[config.mk]
export PLATFORM = sky130hd
export DESIGN_NAME = fwc_ctrl
export DESIGN_NICKNAME = d
export VERILOG_FILES = /design/src/hw/rtl/fwc_pkg.sv /design/src/hw/rtl/fwc_ctrl.sv
export SDC_FILE = /design/constraint.sdc
export NUM_CORES = 1
export LEC_CHECK = 0
export BUFFER_PORTS_ARGS = -buffer_cell sky130_fd_sc_hd__buf_2
export CAP_MARGIN = 25
export CORE_AREA = 5 5 42 44
export CTS_CLUSTER_DIAMETER = 50
export DETAILED_ROUTE_END_ITERATION = 8
export DIE_AREA = 0 0 47 49
export HOLD_SLACK_MARGIN = 0.05
export PLACE_DENSITY_LB_ADDON = 0.15
export SETUP_SLACK_MARGIN = 0.2
export SLEW_MARGIN = 0
export SYNTH_ARGS = -nofsm -noshare
export SYNTH_HDL_FRONTEND = slang
export SYNTH_SLANG_ARGS = --single-unit
export TNS_END_PERCENT = 1
[constraint.sdc]
create_clock -name clock -period 1.3 [get_ports clock]
set_input_delay 0.065 -clock clock [delete_from_list [all_inputs] [get_ports clock]]
set_output_delay 0.065 -clock clock [all_outputs]
set_load 0.02 [all_outputs]
[src/hw/rtl/fwc_pkg.sv]
// Shared types and constants for the four-way cache tag block.
package fwc_pkg;

   localparam int TAG_W = 30;
   localparam int AGE_W = 8;
   localparam logic [AGE_W-1:0] AGE_MAX = '1;
   localparam logic [3:0] MIN_OFFSET_BITS = 4'd2;

   localparam logic [1:0] CSR_OFFSET_BITS = 2'd0;
   localparam logic [1:0] CSR_INDEX_BITS  = 2'd1;
   localparam logic [1:0] CSR_POLICY      = 2'd2;

   localparam logic POLICY_LRU  = 1'b0;
   localparam logic POLICY_FIFO = 1'b1;

   localparam logic [3:0] OFFSET_BITS_RESET = 4'd4;
   localparam logic [3:0] INDEX_BITS_RESET  = 4'd4;

   typedef enum logic [1:0] {
      S_CLEAR,
      S_IDLE,
      S_UPDATE
   } fwc_state_type;

   typedef struct packed {
      logic clear;    // sweep one set row to invalid / age zero
      logic accept;   // latch address split, read set row
      logic update;   // resolve lookup, write row back, emit result
   } fwc_cmd_type;

   typedef struct packed {
      logic clear_last;
   } fwc_status_type;

endpackage

[src/hw/rtl/fwc_ctrl.sv]
// Controller state machine for the cache tag block.
module fwc_ctrl (
   input  logic                 clock,
   input  logic                 reset,
   input  logic                 start,
   output logic                 busy,
   input  fwc_pkg::fwc_status_type status,
   output fwc_pkg::fwc_cmd_type    cmd
);
   import fwc_pkg::*;

   fwc_state_type state_ff, state_in;

   always_ff @(posedge clock) begin
      if (reset) begin
         state_ff <= S_CLEAR;
      end else begin
         state_ff <= state_in;
      end
   end

   always_comb begin
      state_in = state_ff;
      case (state_ff)
         S_CLEAR: begin
            if (status.clear_last) state_in = S_IDLE;
         end
         S_IDLE: begin
            if (start) state_in = S_UPDATE;
         end
         S_UPDATE: begin
            state_in = S_IDLE;
         end
         default: begin
            state_in = S_CLEAR;
         end
      endcase
   end

   always_comb begin
      cmd  = '0;
      busy = 1'b1;
      case (state_ff)
         S_CLEAR: begin
            cmd.clear = 1'b1;
         end
         S_IDLE: begin
            busy       = 1'b0;
            cmd.accept = start;
         end
         S_UPDATE: begin
            cmd.update = 1'b1;
         end
         default: begin
            cmd = '0;
         end
      endcase
   end

   a_reset_clears: assert property (@(posedge clock) reset |=> state_ff == S_CLEAR)
      else $error("reset did not start the clearing pass");
   a_accept_update: assert property (@(posedge clock) disable iff (reset)
      (start && !busy) |=> (state_ff == S_UPDATE && busy))
      else $error("accepted word not followed by update");

endmodule

==> qor.yml <==
crit_type: "reg2out"
routed_wl_um: 306
timing.fmax_mhz: 977
postSynthAreaPerCell_um2: 10.5
maxCapViolCount: 0
initial_utilization_pct: 7.50
p_comb_share_pct: 19.6
cp-end-kind: "output pin"
wl_met1_um: 126
drv_slew: 0
die_y_um: 49
globalplace.congestion: 0.650
drtPass1Iterations: 2
fin_ws_ps: 277
status: "finished, final reports clean"
synth_seq_cells: 2
core_area_mm2: 0.00140
drtAntennaViolNets: 0
top_layer_used: "met3"
cts.clk_slew.worst_paths_ps: 30
slew_headroom_pct: 88.2
syn2layout_area_growth_pct: 92.9
intPower_mw: 0.192
synthesis.area_um2: 105
rr_worst_depth: 2
worst_ep_required_time_ps: 1240
grt.total_usage_pct: 3.37
cp-start-kind: "flop"
portBuffers: 7
synth.yosys.seq_area_share_pct: 38.1
tightest_slew_ps: 177
antenna_found_initial: 0
drive_gt1_share_pct: 54.5
hp-class: "in2reg"
dpl_cell_area_um2: 160
fp.dieW_um: 47
post-route-period-util_pct: 78.7
antenna_cells: 0
clkPwrFrac_pct: 53.2
vias: 111
reg_top3: "state_ff: 2 flops"
power_leakage_nw: 0.0912
netlist_instances: 10
layout_min_cycle_time_ps: 1020
grt_max_degree: 6
post_cts_resized: 0
first_iter_violations: 4
root_buffer: "clkbuf_4"
sequentialPowerShare_pct: 27.2
fin_skew_ps: 2.84
cts.sinks: 2
timing.setup.tns_ps: 0
grt_pass1_vias: 104
p_switching_mw: 0.0674
holdPathStages: 3
nFillCells: 164
clock_latency_ps: 220
syn_nets: 14
hold_ws_ps: 104
met3_length_um: 67
wl_per_cell_um: 8.05
swShare_pct: 26.0
cts_tree: "built"
top_register: "state_ff"
yosys_warnings: 0
hold_viol_final: 0
utilization_pct: 14.5
viasPerCell: 2.92
crit_fanout: 5
gr-total-overflow: 0
cts_buffers: 3
synth_cell_types: 8
cts_buffer_depth: 2
grt_pass1_wl_um: 407
rsz0062_at_grt: "no"
power.density_mw_per_mm2: 1280
floorplan.rows: 14
die_area_mm2: 0.00230
post-route-drc-count: 0
finalSetupViolCount: 0
cp.arrival_ps: 960
largest_reg_flops: 2
num_io_pins: 8
ir_worst_vdd_v: 0.000275
dr_wl_met2_um: 113
pre_cts_ws_ps: 510
layout.nets: 28
fin_area_um2: 203
cts_max_level: 1
layer usage:
layer	vias up	track usage, %
li1	58	-
met4	0	6.91
met1	45	2.40
met5	-	0
met3	0	3.69
met2	8	2.71
stage by stage:
stage	cells	power (mW)
floorplan	10	0.0995
global placement	33	0.119
detailed placement	33	0.118
CTS	37	0.270
global route	38	0.288
finish	38	0.259
cell type report:
cell class / instances / area (µm²) / share of cell area (%)
clock buffers: 3 / 22.5 / 11.1
multi-input cells: 8 / 65.1 / 32.1
flip-flops and latches: 2 / 40.0 / 19.8
well taps: 16 / 20.0 / 9.88
repair buffers: 9 / 55.1 / 27.2
timing repair:
action | 4_1_cts | 5_1_grt
hold endpoints to repair | 1 | 1
hold buffers | 1 | 1
buffers inserted | 0 | 0
worst paths after layout:
path / startpoint / end / slack, ps
max: state_ff[0]$_SDFFE_PP0P_ / cmd[1] / 280
min: status / state_ff[0]$_SDFFE_PP0P_ / 100
max reg2reg: state_ff[1]$_SDFFE_PP0P_ / state_ff[1]$_SDFFE_PP0P_ / 510
min reg2reg: state_ff[0]$_SDFFE_PP0P_ / state_ff[0]$_SDFFE_PP0P_ / 560
cells in the mapped netlist (all sizes together):
cell / count / area (µm²)
nor2: 2 / 7.51
dfxtp: 2 / 40.0
and3b: 1 / 8.76
o32ai: 1 / 16.3
nor2b: 2 / 20.0
nand2b: 1 / 6.26
or2: 1 / 6.26
worst max-delay path, stage by stage, from the launching register on:
cell,delay (ps)
dfxtp_1,370
and3b_1,200
buf_2,170
placed cells by master (no fill, tap or decap):
| master | instances |
|---|---|
| and3b_1 | 1 |
| or2_1 | 1 |
| nor2b_1 | 1 |
| clkbuf_4 | 3 |
| buf_2 | 7 |
| dfxtp_1 | 2 |
| o32ai_2 | 1 |
| nor2b_4 | 1 |
| nor2_1 | 2 |
| nand2b_1 | 1 |
| dlygate4sd3_1 | 2 |
cell families after synthesis:
kind of cell    share of synthesized area, %
flops                                   38.1
compound gates                          15.5
simple gates                            46.4
power by group through the flow:
stage	clock network (mW)	logic [mW]	registers, mW
final	0.138	0.0508	0.0705
after global placement	0	0.0471	0.0718
after detailed placement	0	0.0470	0.0714
after floorplan	0	0.0292	0.0703
after CTS	0.150	0.0495	0.0705
after global routing	0.163	0.0543	0.0713
(Power assumes the default switching activity.)
